==> config.mk <==
export PLATFORM = sky130hd
export DESIGN_NAME = sorted_priority_queue_core
export DESIGN_NICKNAME = d
export VERILOG_FILES = /design/src/rtl/core/spq_pkg.sv /design/src/rtl/core/sorted_priority_queue_core.sv /design/src/rtl/core/spq_cell.sv
export SDC_FILE = /design/constraint.sdc
export NUM_CORES = 2
export LEC_CHECK = 0
export BUFFER_PORTS_ARGS = -buffer_cell sky130_fd_sc_hd__buf_2
export CELL_PAD_IN_SITES_DETAIL_PLACEMENT = 1
export CELL_PAD_IN_SITES_GLOBAL_PLACEMENT = 2
export CORE_MARGIN = 4
export CORE_UTILIZATION = 48
export CTS_BUF_LIST = sky130_fd_sc_hd__clkbuf_2 sky130_fd_sc_hd__clkbuf_4 sky130_fd_sc_hd__clkbuf_8
export DETAILED_ROUTE_END_ITERATION = 7
export PLACE_DENSITY_LB_ADDON = 0.1
export SKIP_LAST_GASP = 1
export SLEW_MARGIN = 20
export SYNTH_ARGS = -nofsm -noshare
export SYNTH_HDL_FRONTEND = slang
export SYNTH_HIERARCHICAL = 1
export SYNTH_SLANG_ARGS = --single-unit
export TNS_END_PERCENT = 5
==> constraint.sdc <==
create_clock -name clock -period 9 [get_ports clock]
set_input_delay 1.8 -clock clock [delete_from_list [all_inputs] [get_ports clock]]
set_output_delay 1.8 -clock clock [all_outputs]
set_load 0.005 [all_outputs]
==> src/rtl/core/spq_pkg.sv <==
// Shared types and constants for the sorted priority queue core.
package spq_pkg;

   localparam int SPQ_MAX_ENTRIES = 16;
   localparam int SPQ_ITEM_W      = 32;
   localparam int SPQ_PRIO_W      = 8;
   localparam int SPQ_CAP_W       = 5;
   localparam logic [SPQ_CAP_W-1:0] SPQ_CAP_RESET = 5'd16;

   // Operation code carried in tuser of the request channel
   typedef enum logic {
      KIND_ENQUEUE = 1'b0,
      KIND_DEQUEUE = 1'b1
   } kind_type;

   // Result code carried in tuser of the response channel
   typedef enum logic [1:0] {
      ST_ENQUEUED = 2'd0,
      ST_FULL     = 2'd1,
      ST_DEQUEUED = 2'd2,
      ST_EMPTY    = 2'd3
   } status_type;

   // One stored entry
   typedef struct packed {
      logic signed [SPQ_ITEM_W-1:0] item;
      logic [SPQ_PRIO_W-1:0]        prio;
   } entry_type;

   // Operation broadcast to every cell of the row
   typedef struct packed {
      logic      enq;
      logic      deq;
      entry_type fresh;
   } cmd_type;

endpackage

==> src/rtl/core/sorted_priority_queue_core.sv <==
// Top level of the sorted priority queue: a row of shifting cells plus a response register.
//
//  channel | direction | tdata (low bit up)                 | tuser
//  req_    | in        | item[31:0], priority_req[39:32]    | kind (0 enqueue, 1 dequeue)
//  rsp_    | out       | item_out[31:0], priority_out[39:32]| status[1:0]
//  csr_    | in        | csr_wdata: capacity[4:0]           | -
//
// Each transaction is resolved in the cycle it is accepted: every cell compares its own
// priority with the new one and the whole row shifts at once, so one transaction per cycle
// unless the response stalls. The response register is the only stage; a request is taken
// whenever it is empty or being drained in the same cycle; the result shows in the next cycle.
// Reset clears occupancy, the response valid flag and sets capacity to 16.
// A stalled response holds the queue: no request is taken until it is drained.
module sorted_priority_queue_core
   import spq_pkg::*;
#(
   parameter int MAX_ENTRIES = SPQ_MAX_ENTRIES
) (
   input  logic                 clock,
   input  logic                 reset,
   // request: tdata = item[31:0], priority_req[39:32]; tuser = kind
   input  logic                 req_tvalid,
   output logic                 req_tready,
   input  logic [39:0]          req_tdata,
   input  logic                 req_tuser,
   // response: tdata = item_out[31:0], priority_out[39:32]; tuser = status[1:0]
   output logic                 rsp_tvalid,
   input  logic                 rsp_tready,
   output logic [39:0]          rsp_tdata,
   output logic [1:0]           rsp_tuser,
   // capacity register write
   input  logic                 csr_valid,
   output logic                 csr_ready,
   input  logic [SPQ_CAP_W-1:0] csr_wdata
);

   localparam int OCC_W = $clog2(MAX_ENTRIES + 1);
   localparam int CMP_W = (OCC_W > SPQ_CAP_W) ? OCC_W : SPQ_CAP_W;

   logic [OCC_W-1:0]     occ_ff, occ_in;
   logic [SPQ_CAP_W-1:0] cap_ff;
   logic                 rsp_valid_ff, rsp_valid_in;
   status_type           status_ff, status_in;
   entry_type            out_ff, out_in;

   logic      accept;
   logic      full;
   logic      empty;
   kind_type  kind;
   cmd_type   cmd;

   entry_type cell_entry [MAX_ENTRIES];
   logic      cell_behind [MAX_ENTRIES];

   assign csr_ready  = 1'b1;
   assign req_tready = !rsp_valid_ff || rsp_tready;
   assign accept     = req_tvalid && req_tready;
   assign kind       = kind_type'(req_tuser);

   assign full  = (occ_ff >= OCC_W'(MAX_ENTRIES))
                  || (CMP_W'(occ_ff) >= CMP_W'(cap_ff));
   assign empty = (occ_ff == '0);

   always_comb begin
      cmd.enq        = accept && (kind == KIND_ENQUEUE) && !full;
      cmd.deq        = accept && (kind == KIND_DEQUEUE) && !empty;
      cmd.fresh.item = req_tdata[31:0];
      cmd.fresh.prio = req_tdata[39:32];
   end

   // Row of cells: front of the queue at cell 0
   for (genvar i = 0; i < MAX_ENTRIES; i++) begin : g_cell
      logic      prev_behind;
      entry_type prev_entry;
      entry_type next_entry;

      if (i == 0) begin : g_head
         assign prev_behind = 1'b0;
         assign prev_entry  = cell_entry[i];
      end else begin : g_body
         assign prev_behind = cell_behind[i-1];
         assign prev_entry  = cell_entry[i-1];
      end

      if (i == MAX_ENTRIES - 1) begin : g_tail
         assign next_entry = cell_entry[i];
      end else begin : g_mid
         assign next_entry = cell_entry[i+1];
      end

      spq_cell u_cell (
         .clock       (clock),
         .cmd         (cmd),
         .occupied    (OCC_W'(i) < occ_ff),
         .prev_behind (prev_behind),
         .prev_entry  (prev_entry),
         .next_entry  (next_entry),
         .behind      (cell_behind[i]),
         .entry       (cell_entry[i])
      );
   end

   // Occupancy: advance on a stored enqueue, drop on a served dequeue
   always_comb begin
      occ_in = occ_ff;
      if (cmd.enq) begin
         occ_in = occ_ff + OCC_W'(1);
      end else if (cmd.deq) begin
         occ_in = occ_ff - OCC_W'(1);
      end
   end

   // Response register: load on accept, clear once drained
   always_comb begin
      rsp_valid_in = rsp_valid_ff;
      status_in    = status_ff;
      out_in       = out_ff;
      if (rsp_valid_ff && rsp_tready) begin
         rsp_valid_in = 1'b0;
      end
      if (accept) begin
         rsp_valid_in = 1'b1;
         out_in       = '0;
         unique case (kind)
            KIND_ENQUEUE: status_in = full ? ST_FULL : ST_ENQUEUED;
            KIND_DEQUEUE: begin
               status_in = empty ? ST_EMPTY : ST_DEQUEUED;
               if (!empty) begin
                  out_in = cell_entry[0];
               end
            end
            default: status_in = ST_ENQUEUED;
         endcase
      end
   end

   always_ff @(posedge clock) begin
      if (reset) begin
         occ_ff       <= '0;
         cap_ff       <= SPQ_CAP_RESET;
         rsp_valid_ff <= 1'b0;
      end else begin
         occ_ff       <= occ_in;
         rsp_valid_ff <= rsp_valid_in;
         if (csr_valid && csr_ready) begin
            cap_ff <= csr_wdata;
         end
      end
   end

   always_ff @(posedge clock) begin
      status_ff <= status_in;
      out_ff    <= out_in;
   end

   assign rsp_tvalid = rsp_valid_ff;
   assign rsp_tuser  = status_ff;
   assign rsp_tdata  = {out_ff.prio, out_ff.item};

endmodule

==> src/rtl/core/spq_cell.sv <==
// One slot of the sorted row: holds an entry and shifts with its neighbours.
module spq_cell
   import spq_pkg::*;
(
   input  logic      clock,
   input  cmd_type   cmd,
   input  logic      occupied,
   input  logic      prev_behind,
   input  entry_type prev_entry,
   input  entry_type next_entry,
   output logic      behind,
   output entry_type entry
);

   entry_type entry_ff;
   entry_type entry_in;

   // The new entry goes ahead of this one when the slot is empty or holds an equal or
   // greater priority value.
   assign behind = !occupied || (entry_ff.prio >= cmd.fresh.prio);
   assign entry  = entry_ff;

   always_comb begin
      entry_in = entry_ff;
      if (cmd.enq) begin
         if (prev_behind) begin
            entry_in = prev_entry;
         end else if (behind) begin
            entry_in = cmd.fresh;
         end
      end else if (cmd.deq) begin
         entry_in = next_entry;
      end
   end

   always_ff @(posedge clock) begin
      entry_ff <= entry_in;
   end

endmodule
# After elaboration in Yosys (flattened, before gate mapping)
# Cells that the tools add are included.
[totals]
reg_bits = 693
elab_cells = 222
[classes]
eq_ne = 15
n_reduce_logical = 64
n_lt_le_gt_ge = 34
mux = 68
add_sub_neg = 2
bitwise = 1
[ops]
columns = ["operator", "n"]
rows = [
  ["$mux 40", 61],
  ["$ge 8x8->1", 16],
  ["$ne 3x1->1 const B", 14],
  ["$lt 4x5->1 const A", 8],
  ["$reduce_and 2->1", 16],
  ["$lt 3x5->1 const A", 4],
  ["$logic_not 1->1", 19],
  ["$logic_or 1x1->1", 18],
  ["$lt 1x5->1 const A", 2],
  ["$lt 2x5->1 const A", 2],
  ["$mux 5", 2],
  ["$logic_and 1x1->1", 6],
  ["$reduce_bool 2->1", 3],
  ["$add 5x1->5 const B", 1],
  ["$ge 5x5->1", 1],
  ["$ge 5x5->1 const B", 1],
  ["$logic_not 5->1", 1],
  ["$sub 5x1->5 const B", 1],
  ["$mux 1", 4],
  ["$pmux 2 s2", 1],
  ["$ne 2x1->1 const B", 1],
  ["$reduce_or 2->1", 1],
  ["$not 1->1", 1],
]

# Longest topological paths before layout
[logic_depth]
ltp_word = 7
ltp_mapped = 12
mapped_depth_nobuf = 10

# Hierarchy
# Netlist, hierarchy kept.
[by_module_without_submodules]
columns = ["mod", "area_per_inst_um2", "cells_each", "seq_area_each_um2", "instances"]
rows = [
  ["spq_cell (g_cell[0].u_cell ...)", 2324.7, 206, 1201.2, 9],
  ["spq_cell (g_cell[3].u_cell ...)", 2366.0, 206, 1201.2, 7],
  ["sorted_priority_queue_core", 2437.3, 203, 1481.4, 1],
]

# Worst setup path after synthesis
# Ideal clock, no wire load.
[synth_path]
path_kind = "input port to flip-flop"
start = "input req_tuser"
end = "register g_cell[0].u_cell.entry_ff (netlist bit g_cell[0].u_cell/entry[0]) (enable)"
setup_slack_ns = 3.295
path_buffers = 1
stages = 8
t_arrival_ns = 5.263
required_time_ns = 8.558
cell_sequence = "nor3_4 -> nand2_2 -> a31o_4 -> nor2_1 -> buf_2 -> or2_1 -> o211ai_1 -> o21ai_1"
[synth_rtl]
columns = ["element", "line", "text"]
rows = [
  ["start: declaration", "sorted_priority_queue_core.sv:25", "input logic req_tuser,"],
  ["end signal: assignment", "spq_cell.sv:37", "entry_ff <= entry_in;"],
  ["end: declaration", "spq_cell.sv:15", "entry_type entry_ff;"],
]

==> summary.txt <==
Run status
  • Status: finished clean

Critical path
  • Slowest-stage cell, CP: buf_4
  • CP arrival: 5310 ps
  • Worst Path Required: 9380 ps
  • CP cell instances: buf_2, inv_1, ha_1, o211ai_1, o21a_1, o21ai_4, buf_4, nand2b_1, o41ai_2, o21ai_4, buf_4
  • Worst reg-to-reg path cell count: 11
  • Worst-path fanout max: 41
  • Crit path buf inv count: 4
  • CP Launch Type: input pin
  • CP delay by family, top: buffers and inverters
  • Crit path kind: input pin to flip-flop
  • Crit path depth: 11
  • Delay of the slowest cell on the worst path: 680 ps
  • Worst setup EP type: flip-flop

Power
  • Pwr/cell area: 255 nW/um^2
  • Total power: ~0.011 W
  • Max VDD drop: ~0.12 mV
  • Sw Share: 33.9%
  • Lkg Pwr: 19.6 nW
  • Pint: 0.00717 W
  • Flop pwr share: 45.4%
  • Comb pwr share: a little over a quarter
  • Clk pwr share: a little over a quarter
  • Net switching power: 0.00368 W

Timing
  • Tcrit/Tclk final: between 50% and 60%
  • Slew margin rel.: between 20% and 30%
  • Crit path time final: about 5000 ps
  • Clk_skew: 37.3 ps
  • Worst Tran Pin Value: around 1100 ps
  • Fmax: 203 MHz
  • Setup TNS Final: 0 ps
  • Count of final hold-check violations: 0
  • Endpoints failing setup: 0
  • RSZ-0062 raised after global routing: no
  • Hold Slack: 508 ps
  • Slew Viols, Final: 0

Hold path
  • Worst Hold Class: flip-flop to flip-flop
  • WHS Path Cells: 2

Clock tree
  • CTS HTree Levels: 3
  • Number of CTS-inserted buffers: 121
  • Clock slew seen by the registers of the worst setup and hold paths: roughly 60 ps
  • CTS tree: yes
  • # hold bufs at CTS: 0
  • Post_cts resized: 0
  • Clock Latency Late Sink: 740 ps
  • Clk sinks: 693
  • Longest Clk Path Bufs: 3
  • Setup Buffers After CTS: 0
  • Root Buffer: clkbuf_8

Floorplan
  • Die height: 296 um
  • Core Region: 82200 um^2
  • Die area: 87800 um^2
  • I/O pins: 96
  • Initial Util: 48.5%
  • Std cell rows: 105
  • Chip Width: 296 um

Global route
  • Global-route wire length before repair: 166000 um
  • Largest net degree at the start of global routing: 265
  • Vias in the first global route: 28200
  • Initial antenna violation count: 10
  • Global route total overflow: 0
  • Gr usage total: 24.1%

Drt
  • Via Count: approximately 27000
  • DR top layer: met4
  • Initial DRC count: 1940
  • DRC viols: 0
  • Total routed wirelength: 107000 um
  • WL met2: 50000 um
  • Wl on met1: ~50000 um
  • ANT nets after route: 0
  • Vias per cell: 5.69
  • Routed wl met3: 5490 um
  • Drt first pass iters: 5
  • Per-cell routed wire length: about 23 um

Cells and area
  • Fin cells: 4703
  • Final Net Count: between 3000 and 4000
  • Share of layout cells above drive strength 1: about 11%
  • Fill cells: 8781
  • FF/Latch Area: 20700 um^2
  • Multi-input combinational cell area: 16600 um^2
  • Finished Core Util: 51.7%
  • Area Growth Syn to Fin: 6.57%

Logic synthesis
  • Syn nets: 3684
  • Synthesized instance count: 3496
  • Synth warnings: 6
  • Mapped Area: 39900 um^2
  • Avg Cell Area, Syn: 11.4 um^2

Placement
  • IO Port Bufs: 94
  • RePlAce Congestion: 0.836
  • Placed cell count: 4478
  • Dpl hpwl: ~67000 um

Job
  • Max-cap viol count: 0
==> power groups by stage <==
stage | clock network (W) | logic, W | registers, W
detailed placement | 0 | 0.00297 | 0.00500
CTS | 0.00306 | 0.00299 | 0.00493
global placement | 0 | 0.00284 | 0.00495
floorplan | 0 | 0.00228 | 0.00485
finish | 0.00296 | 0.00297 | 0.00493
global route | 0.00321 | 0.00329 | 0.00500
==> worst min-delay path, stage by stage (launching register included) <==
cell	delay, ps
dfxtp_1	330
mux2i_1	70
nor2_1	70
==> routing by layer <==
metal,GRT usage (%),vias up
met3,3.79,136
met5,0,-
met4,5.58,0
met1,33.8,13200
met2,39.9,589
li1,-,12900
==> cell usage in the layout (no fill, tap or decap), types with 3 or more instances in the layout <==
master and n:
nor3_1 16, or2_1 9, bufinv_16 4, nand2_1 13, nor2_1 653, buf_2 94
nor3b_1 16, o21ai_0 17, nand2b_1 35, diode_2 4, o21a_1 16, o21bai_1 5
buf_4 49, inv_12 4, dfxtp_1 11, clkinv_1 26, a211oi_1 16, o41ai_2 16
clkinv_2 13, buf_12 3, ha_1 137, inv_1 141, or2_2 7, a21oi_1 645
o21ai_4 31, nand3_1 3, clkbuf_4 45, edfxtp_1 682, and2_1 56, clkbuf_8 125
mux2i_1 644, and3_1 34, o211ai_1 33
==> registers in the layout (all words and copies together), names as in the netlist <==
register             flops
rsp_tvalid               1
occ_ff                   5
rsp_tdata               40
g_cell.u_cell/entry    640
rsp_tuser                2
cap_ff                   5
==> worst paths after layout <==
check	from	end	slack (ps)
max	req_tdata[33]	g_cell[5].u_cell/entry[35]	4060
min	cap_ff[3]	cap_ff[3]	510
max reg2reg	occ_ff[0]	g_cell[12].u_cell/entry[37]	4350
min reg2reg	cap_ff[3]	cap_ff[3]	510
==> area by class of cell <==
type	instances	area share, %
Timing Repair Buffer	147	2.18
Antenna cell	4	0.0235
Multi-Input combinational cell	2426	39.0
Sequential cell	693	48.7
Inverter	143	1.26
Clock inverter	50	0.877
Tap cell	1070	3.15
Clock buffer	170	4.84
==> per-stage QoR <==
step	setup WS, ps	area, um^2
3_3_place_gp	3420	40100
4_1_cts	4120	42500
6_report	4060	42500
3_5_place_dp	3330	40100
2_1_floorplan	3290	39900
5_1_grt	3980	42500
No activity file was read; power rests on OpenSTA's default activity.
